==> src/hdl/ffbs_pkg.sv <==
package ffbs_pkg;

    localparam int unsigned MAX_COLS_DEF    = 256;
    localparam int unsigned MAX_ROWS_DEF    = 256;
    localparam int unsigned QUEUE_DEPTH_DEF = 65536;

    localparam int unsigned COORD_W = 8;
    localparam int unsigned PIX_W   = 8;
    localparam int unsigned DIM_W   = 9;
    localparam int unsigned ENTRY_W = 2 * COORD_W;
    localparam int unsigned CNT_W   = 17;
    localparam int unsigned SUM_W   = 24;
    localparam int unsigned CEN_W   = 16;
    localparam int unsigned FRAC_W  = 8;
    localparam int unsigned DVD_W   = SUM_W + FRAC_W;
    localparam int unsigned CFG_W   = 9;
    localparam int unsigned CFG_IDX_W = 2;

    localparam logic OP_LOAD = 1'b0;
    localparam logic OP_FILL = 1'b1;

    localparam logic [CFG_IDX_W-1:0] CFG_BRIGHTNESS_MIN = 2'd0;
    localparam logic [CFG_IDX_W-1:0] CFG_IMAGE_WIDTH    = 2'd1;
    localparam logic [CFG_IDX_W-1:0] CFG_IMAGE_HEIGHT   = 2'd2;

    typedef struct packed {
        logic               opcode;
        logic [COORD_W-1:0] pos_x;
        logic [COORD_W-1:0] pos_y;
        logic [PIX_W-1:0]   pixel_value;
    } cmd_t;

    typedef struct packed {
        logic [COORD_W-1:0] left_edge;
        logic [COORD_W-1:0] right_edge;
        logic [COORD_W-1:0] top_edge;
        logic [COORD_W-1:0] bottom_edge;
        logic [CNT_W-1:0]   pixel_count;
        logic [SUM_W-1:0]   intensity_sum;
        logic [CEN_W-1:0]   centroid_col;
        logic [CEN_W-1:0]   centroid_row;
        logic               empty_blob;
        logic               queue_overflow;
    } result_t;

    typedef struct packed {
        logic clear;
        logic push;
        logic pop;
    } q_ctrl_t;

    typedef struct packed {
        logic empty;
        logic full;
    } q_status_t;

endpackage

==> src/hdl/ffbs_div.sv <==
module ffbs_div (
    input  logic                        clk,
    input  logic                        rst_n,
    input  logic                        start,
    input  logic [ffbs_pkg::DVD_W-1:0]  dividend,
    input  logic [ffbs_pkg::CNT_W-1:0]  divisor,
    output logic                        done,
    output logic [ffbs_pkg::CEN_W-1:0]  quotient
);
    import ffbs_pkg::*;

    localparam int unsigned STEP_W = $clog2(DVD_W);

    logic              busy_reg, busy_next;
    logic              done_reg, done_next;
    logic [STEP_W-1:0] step_reg, step_next;
    logic [DVD_W-1:0]  dvd_reg, dvd_next;
    logic [CNT_W:0]    rem_reg, rem_next;
    logic [CNT_W-1:0]  dsr_reg, dsr_next;
    logic [CNT_W:0]    shifted;
    logic              ge;

    assign shifted  = {rem_reg[CNT_W-1:0], dvd_reg[DVD_W-1]};
    assign ge       = (shifted >= {1'b0, dsr_reg});
    assign done     = done_reg;
    assign quotient = dvd_reg[CEN_W-1:0];

    always_comb
    begin
        busy_next = busy_reg;
        done_next = 1'b0;
        step_next = step_reg;
        dvd_next  = dvd_reg;
        rem_next  = rem_reg;
        dsr_next  = dsr_reg;
        if (busy_reg)
        begin
            rem_next  = ge ? (shifted - {1'b0, dsr_reg}) : shifted;
            dvd_next  = {dvd_reg[DVD_W-2:0], ge};
            step_next = step_reg + 1'b1;
            if (step_reg == STEP_W'(DVD_W - 1))
            begin
                busy_next = 1'b0;
                done_next = 1'b1;
            end
        end
        else if (start)
        begin
            busy_next = 1'b1;
            step_next = '0;
            dvd_next  = dividend;
            rem_next  = '0;
            dsr_next  = divisor;
        end
    end

    always_ff @(posedge clk or negedge rst_n)
    begin
        if (!rst_n)
        begin
            busy_reg <= 1'b0;
            done_reg <= 1'b0;
            step_reg <= '0;
        end
        else
        begin
            busy_reg <= busy_next;
            done_reg <= done_next;
            step_reg <= step_next;
        end
    end

    always_ff @(posedge clk)
    begin
        dvd_reg <= dvd_next;
        rem_reg <= rem_next;
        dsr_reg <= dsr_next;
    end

endmodule

==> config.mk <==
export PLATFORM = sky130hd
export DESIGN_NAME = ffbs_div
export DESIGN_NICKNAME = d
export VERILOG_FILES = /design/src/hdl/ffbs_pkg.sv /design/src/hdl/ffbs_div.sv
export SDC_FILE = /design/constraint.sdc
export NUM_CORES = 1
export LEC_CHECK = 0
export BUFFER_PORTS_ARGS = -buffer_cell sky130_fd_sc_hd__clkbuf_2
export CAP_MARGIN = 20
export CORE_ASPECT_RATIO = 0.5
export CORE_UTILIZATION = 49
export CTS_CLUSTER_DIAMETER = 150
export DETAILED_ROUTE_END_ITERATION = 12
export GPL_ROUTABILITY_DRIVEN = 0
export MAX_ROUTING_LAYER = met4
export PLACE_DENSITY = 0.79
export SLEW_MARGIN = 5
export SYNTH_ARGS = -nofsm -noshare
export SYNTH_HDL_FRONTEND = slang
export SYNTH_SLANG_ARGS = --single-unit
==> constraint.sdc <==
create_clock -name clk -period 3.2 [get_ports clk]
set_input_delay 0 -clock clk [delete_from_list [all_inputs] [get_ports clk]]
set_output_delay 0 -clock clk [all_outputs]
set_load 0.02 [all_outputs]
# After elaboration in Yosys (flattened, before gate mapping)

Cells that the tools add are included.

Logic and storage cells: 25
Output and inout port bits: 17
Bits in registers: 73
Input port bits: 52

Equality and inequality tests: 1
Add/subtract/negate cells: 2
Bitwise operators: 1
Order comparisons: 1
Mux-type cells: 12
Reduce and logical (&&, ||, !) cells: 2

Operators by type and width:

| cell                                                           | count |
|---|---|
| 32-bit 2-to-1 mux                                              | 2 |
| 17-bit 2-to-1 mux                                              | 3 |
| 18-bit by 17-bit greater-or-equal comparator with 1-bit output | 1 |
| 17-bit subtractor                                              | 1 |
| 5-bit 2-to-1 mux                                               | 2 |
| 5-bit by 1-bit adder with 5-bit output, second input constant  | 1 |
| 5-bit equality test, second input constant                     | 1 |
| 1-bit 2-to-1 mux                                               | 5 |
| 2-bit AND reduction                                            | 1 |
| 2-bit nonzero test                                             | 1 |
| 1-bit NOT                                                      | 1 |

# Depth between registers and ports, before layout

Gate-level depths: netlist (run 1).

Depth in word-level cells: 3
Gate-level depth with buffers: 11
Depth with buffers taken out: 10

# Worst setup path before layout (run 1)

OpenSTA, ideal clock, no wires.

Path type: reg2reg
Start point: register dvd_reg[31]
End point: register rem_reg[10], data pin
Library setup time: 0.266 ns
Clock period less this slack: 2.620 ns
Required time: 2.934 ns
Arrival: 2.354 ns
Stages on the path, launching flop included: 12
Buffers on the path: 1
Path slack: 0.580 ns
Cell sequence: edfxtp_1 -> inv_1 -> ha_1 -> inv_1 -> fa_1 -> a21o_1 -> a221o_2 -> a211oi_2 -> o21ai_2 -> buf_6 -> mux2i_1 -> nor2_1

Longest elaborated chain between the ends: 3
Elaborated cells between the ends (all ways): 4
Those cells by class: add/sub (1); order compare (1); mux (2)

Ends and longest elaborated chain:

| what                                                                                                       | line                           | text |
|---|---|---|
| from (decl)                                                                                                | ffbs_div.sv:17                 | `logic [DVD_W-1:0] dvd_reg, dvd_next;` |
| from (signal assigned)                                                                                     | ffbs_div.sv:75                 | `dvd_reg <= dvd_next;` |
| 17-bit subtractor / 18-bit by 17-bit greater-or-equal comparator with 1-bit output (equally long branches) | ffbs_div.sv:38, ffbs_div.sv:24 |  |
| 17-bit 2-to-1 mux *                                                                                        | ffbs_div.sv:38                 | `rem_next = ge ? (shifted - {1'b0, dsr_reg}) : shifted;` |
| 17-bit 2-to-1 mux *                                                                                        | ffbs_div.sv:36                 | `if (busy_reg)` |
| to (signal assigned)                                                                                       | ffbs_div.sv:76                 | `rem_reg <= rem_next;` |
| to (decl)                                                                                                  | ffbs_div.sv:18                 | `logic [CNT_W:0] rem_reg, rem_next;` |

Every way passes the cells marked *; elsewhere a longest branch is shown, timed or not.
A chain may end at the register's enable or synchronous reset.

# Final worst setup path (run 1)

Start point: register dvd_reg[31]
End point: register rem_reg[1], data pin

The elaborated chain is that of the path after synthesis.

==> flow_metrics.tcl, run 1 <==
set metrics [dict create \
    setup-violations-final 0 \
    crit_chain "inv_1 -> ha_1 -> inv_1 -> fa_1 -> a21o_1 -> a221o_2 -> a211oi_4 -> o21ai_4 -> buf_4 -> mux2i_1 -> nor2_1" \
    clkLatencyLatePin_ps 330 \
    cpMostUsedCell "inv_1" \
    final_layout_size_suffix_gt1_share_pct 29.4 \
    criticalPathCategory "flop to flop" \
    io_buffers 68 \
    grt_pass1_vias 2932 \
    numClockSinks 73 \
    crit_fanout 12 \
    finalCoreUtilization_pct 68.4 \
    core-area_sq_um 7600 \
    place_inst 485 \
    dp_worst_setup_slack_ps 173 \
    p_switching_w 0.00185 \
    die_h_microns 65.9 \
    critical_path.startpoint_type "flop" \
    fin_cells 550 \
    cts_buffer_depth 2 \
    routedWlPerCell_microns 15.4 \
    ys_ff_latch 73 \
    rsz0062_at_grt "no" \
    p_int_w 0.00334 \
    die_area_sq_um 8550 \
    ys_seq_area_share_pct 53.9 \
    die-width_microns 130 \
    io_pins 69 \
    fmax_ghz 0.333 \
    synth_cell_type_count 49 \
    fp-row-count 22 \
    grt_usage_pct 21.9 \
    slew_viol_final 0 \
    ir_worst_vdd_mv 0.519 \
    p_clk_share_pct 20.4 \
    grt_pass1_wl_mm 13.6 \
    synthCells 328 \
    avgSynthCellArea_sq_um 12.2 \
    crit_path_top_delay_cell "a221o_2" \
    cts_post_setup_buffers_inserted 0 \
    synth-edff-count 66 \
    vias 2969 \
    setup_slack_ps 200 \
    worst_hold_slack_ps 6.37 \
    cts_buffers 9 \
    async_reset_ff_share_pct 9.59 \
    layout_commonest_cell "clkbuf_2" \
    mostFrequentLayoutCells "clkbuf_2 (68), edfxtp_1 (66), dlygate4sd3_1 (49)" \
    status "finished clean" \
    post-route-min-period_ps 3000 \
    p_sw_share_pct 35.7 \
    synth_warnings 0 \
    largest_reg_flops 32 \
    overflow 0 \
    fin_skew_ps 7.67 \
    h-tree-depth 3 \
    hold_violations 0 \
    first_pass_iters 4 \
    powerDensity_nw_per_um2 998 \
    drtIter0Drc 252 \
    cp-end-kind "flop" \
    clock-root-buffer "clkbuf_16" \
    nets 509 \
    worstPathArrival_ps 3060 \
    cts_tree "yes" \
    pwr-share-seq_pct 35.4 \
    areaGrowthSynthToFinish_pct 30.0 \
    finalWirelength_mm 8.45 \
    fill_cells 531 \
    final.period_utilization_pct 93.8 \
    path_clk_slew_ps 60 \
    synth_area_sq_um 4000 \
    num_antenna_cells 0 \
    synthFlopType "edfxtp_1" \
    syn_nets 400 \
    worst_pin_slew_ps 727 \
    final.setup.tns_ps 0 \
    antenna_found_initial 0 \
    cpPeakStageDelay_ps 420 \
    drc 0 \
    slew_headroom_pct 51.1 \
    start_util_pct 52.7 \
    maxCapViolations 0 \
    combinationalPowerShare_pct 44.2 \
    antenna_violating_nets_post_route 0 \
    dp_hpwl_mm 5.36 \
    grt_max_degree 36 \
    p_leak_nw 2.26 \
    hold_path.class "input port to flop" \
    required_ps 3260 \
    viasPerCell 5.40 \
]
metal layers:
metal	GRT usage [%]	part of all wire, %	up-vias
li1	-	-	1418
met1	25.5	43	1425
met2	37.4	50	112
met3	5.50	5.7	14
met4	7.99	1.5	0
met5	-	0	-
final cells by class:
| class | count | area (sq um) | share of cell area, % |
|---|---|---|---|
| Sequential cell | 73 | 2160 | 41.5 |
| Multi-Input combinational cell | 204 | 1590 | 30.6 |
| Timing Repair Buffer | 123 | 888 | 17.1 |
| Clock buffer | 13 | 314 | 6.04 |
| Tap cell | 108 | 135 | 2.60 |
| Inverter | 26 | 97.6 | 1.88 |
| Clock inverter | 3 | 15.0 | 0.289 |
worst max-delay path, delay by kind of cell (launching register included):
| kind | cells | cell delay, ps |
|---|---|---|
| buffers and inverters | 3 | 360 |
| adder cells (fa/ha/maj) | 2 | 600 |
| multiplexers | 1 | 150 |
| AO/OA/AOI/OAI | 4 | 1180 |
| AND/OR/NAND/NOR | 1 | 60 |
| flip-flops | 1 | 380 |
per-stage QoR:
stage	power (W)	area (sq um)
final	0.00519	5200
after detailed placement	0.00401	4370
after floorplan	0.00361	4000
after global placement	0.00389	4370
after CTS	0.00514	5180
after global routing	0.00550	5200
cells in the mapped netlist (5+ instances only):
master,instances,share of area (%)
edfxtp_1,66,50
mux2_2,31,8.7
inv_1,26,2.4
ha_1,19,5.9
nor2_1,19,1.8
nand2_1,18,1.7
a21oi_1,16,2.0
buf_4,16,3.0
mux2i_1,10,2.5
o21ai_0,10,1.3
dfrtp_1,7,4.4
nand3_1,7,0.88
xnor2_1,7,1.5
a21o_1,6,1.1
clkbuf_1,6,0.56
nor3_1,5,0.63
o21a_1,5,0.94
power by group through the flow:
stage	clock (W)	combinational, W	sequential [W]
6_report	0.00106	0.00229	0.00184
5_1_grt	0.00111	0.00251	0.00188
4_1_cts	0.00107	0.00224	0.00183
3_5_place_dp	0	0.00217	0.00184
3_3_place_gp	0	0.00208	0.00182
2_1_floorplan	0	0.00187	0.00174
logic make-up (layout without fill, tap and decap cells):
| kind of cell | Yosys count | in the layout | share of synthesized area, % |
|---|---|---|---|
| multiplexers | 41 | 41 | 11.2 |
| AND/OR/NAND/NOR | 64 | 64 | 7.47 |
| AO/OA/AOI/OAI | 68 | 68 | 11.9 |
| adder cells (fa/ha/maj) | 20 | 20 | 6.44 |
| XOR/XNOR | 11 | 11 | 2.41 |
| buffers and inverters | 51 | 165 | 6.69 |
| flip-flops | 73 | 73 | 53.9 |
worst paths after layout:
kind / startpoint / endpoint / slack [ps] / depth (start not counted)
setup / recovery: dvd_reg[31] / rem_reg[1] / 200 / 11
max in group asynchronous: rst_n / busy_reg / 2980 / 2
hold reg to reg: step_reg[4] / step_reg[4] / 510 / 1
setup reg to reg: dvd_reg[31] / rem_reg[1] / 200 / 11
min in group asynchronous: rst_n / step_reg[4] / 40 / 2
hold / removal: dividend[31] / dvd_reg[31] / 6 / 2
what timing repair did:
item                                    in CTS  in global routing
hold buffers                                49                  0
gates resized for setup                      0                  2
endpoints found under the setup margin       0                  6
hold endpoints to repair                    56                  0
(Power assumes the default switching activity.)
==> run 2, diff against run 1 <==
Settings changed: PLACE_DENSITY 0.79 to 0.78.
==> flow_metrics.tcl, run 2 (synthesis results as in run 1) <==
set metrics [dict create \
    antenna_found_initial 1 \
    first_pass_iters 7 \
    fill_cells 554 \
    layout_commonest_cell "clkbuf_2" \
    r2r_cells 10 \
    dp_worst_setup_slack_ps 210 \
    cpPeakStageDelay_ps 420 \
    cts_buffers 9 \
    worstPathArrival_ps 3160 \
    setup_slack_ps 165 \
    cpMostUsedCell "inv_1" \
    final.setup.tns_ps 0 \
    die-width_microns 130 \
    die_area_sq_um 8550 \
    h-tree-depth 3 \
    fp-row-count 22 \
    vias 2919 \
    cts_post_setup_buffers_inserted 0 \
    criticalPathCategory "flop to flop" \
    post-route-min-period_ps 3040 \
    path_clk_slew_ps 60 \
    grt_usage_pct 22.5 \
    areaGrowthSynthToFinish_pct 29.8 \
    cts_tree "yes" \
    crit_path_top_delay_cell "a221o_2" \
    start_util_pct 52.7 \
    clkLatencyLatePin_ps 330 \
    io_pins 69 \
    grt_pass1_vias 2973 \
    ir_worst_vdd_mv 0.454 \
    slew_headroom_pct 49.3 \
    critical_path.startpoint_type "flop" \
    grt_max_degree 31 \
    slew_viol_final 0 \
    setup-violations-final 0 \
    final.period_utilization_pct 94.8 \
    crit_fanout 6 \
    fmax_ghz 0.329 \
    grt_pass1_wl_mm 13.9 \
    core-area_sq_um 7600 \
    overflow 0 \
    drtIter0Drc 233 \
    rsz0062_at_grt "no" \
    p_leak_nw 2.25 \
    finalCoreUtilization_pct 68.4 \
    io_buffers 68 \
    antenna_violating_nets_post_route 0 \
    crit_chain "inv_1 -> ha_1 -> inv_1 -> fa_1 -> a21o_1 -> a221o_2 -> a221oi_2 -> a21oi_1 -> o21a_1 -> o32ai_1" \
    mostFrequentLayoutCells "clkbuf_2 (68), edfxtp_1 (66), dlygate4sd3_1 (50)" \
    drc 0 \
    nets 509 \
    dp_hpwl_mm 5.27 \
    powerDensity_nw_per_um2 1000 \
    largest_reg_flops 32 \
    required_ps 3320 \
    numClockSinks 73 \
    worst_pin_slew_ps 755 \
    clock-root-buffer "clkbuf_16" \
    cts_buffer_depth 2 \
    cp-end-kind "flop" \
    final_layout_size_suffix_gt1_share_pct 28.7 \
    hold_path.class "input port to asynchronous set/reset pin" \
    viasPerCell 5.30 \
    routedWlPerCell_microns 15.6 \
    finalWirelength_mm 8.58 \
    hold_violations 0 \
    status "finished clean" \
    maxCapViolations 0 \
    fin_skew_ps 6.74 \
    die_h_microns 65.9 \
]
run 2: changes by cell type in the layout (fill, tap and decap cells not counted), moves of 2 or more:
cell,before,now
clkinv_1,0,2
bufinv_16,0,2
clkinv_4,0,2
clkbuf_16,12,9
clkinv_2,3,0
run 2: worst paths after layout:
path,from,end,slack (ps)
worst min-delay path,rst_n,step_reg[4],40
min in group clk,dividend[0],dvd_reg[0],60
worst max register to register,dvd_reg[31],rem_reg[16],160
worst max-delay path,dvd_reg[31],rem_reg[16],160
max in group asynchronous,rst_n,busy_reg,2970
worst min register to register,step_reg[4],step_reg[4],510
run 2: repair_timing:
item,4_1_cts,5_1_grt
endpoints found under the setup margin,0,7
hold buffers,50,0
endpoints found under the hold margin,57,0
gates resized for setup,0,2
run 2: worst max-delay path: cells and delay by family, from the launching register on:
| kind | cells | cell delay, ps |
|---|---|---|
| buffers and inverters | 2 | 170 |
| adders and majority gates | 2 | 590 |
| DFF | 1 | 400 |
| AOI/OAI and AO/OA | 6 | 1660 |
run 2: area by class of cell:
cell class              count  area, sq um  area share (%)
diodes                      1         2.50          0.0482
well taps                 108          135            2.60
flip-flops and latches     73         2160            41.5
clock buffers               9          225            4.34
clock inverters             7         93.8            1.81
multi-input cells         204         1590            30.6
inverters                  26         97.6            1.88
repair buffers            123          891            17.1
run 2: report_power, final:
| part | switching [W] | internal [W] | total, W | leakage [nW] |
|---|---|---|---|---|
| clock | 0.000394 | 0.000682 | 0.00108 | 0.155 |
| sequential | 0.000240 | 0.00161 | 0.00185 | 0.747 |
| combinational | 0.00124 | 0.00104 | 0.00228 | 1.35 |
| total | 0.00187 | 0.00333 | 0.00520 | 2.25 |
run 2: per-stage QoR:
| step | cell area, sq um | std cells | power [W] | hold WS, ps |
|---|---|---|---|---|
| 3_5_place_dp | 4360 | 484 | 0.00400 | -154 |
| 6_report | 5190 | 551 | 0.00520 | 44.5 |
| 3_3_place_gp | 4360 | 484 | 0.00389 | -162 |
| 2_1_floorplan | 4000 | 328 | 0.00361 | -296 |
| 5_1_grt | 5190 | 551 | 0.00550 | 56.8 |
| 4_1_cts | 5180 | 550 | 0.00515 | 40.8 |
run 2: layer usage:
| metal | GRT usage, % | share of wire [%] | vias to the layer above |
|---|---|---|---|
| met4 | 10.8 | 2.0 | 0 |
| met3 | 5.10 | 5.1 | 17 |
| met5 | - | 0 | - |
| met2 | 38.6 | 50 | 96 |
| met1 | 25.3 | 43 | 1391 |
| li1 | - | - | 1415 |
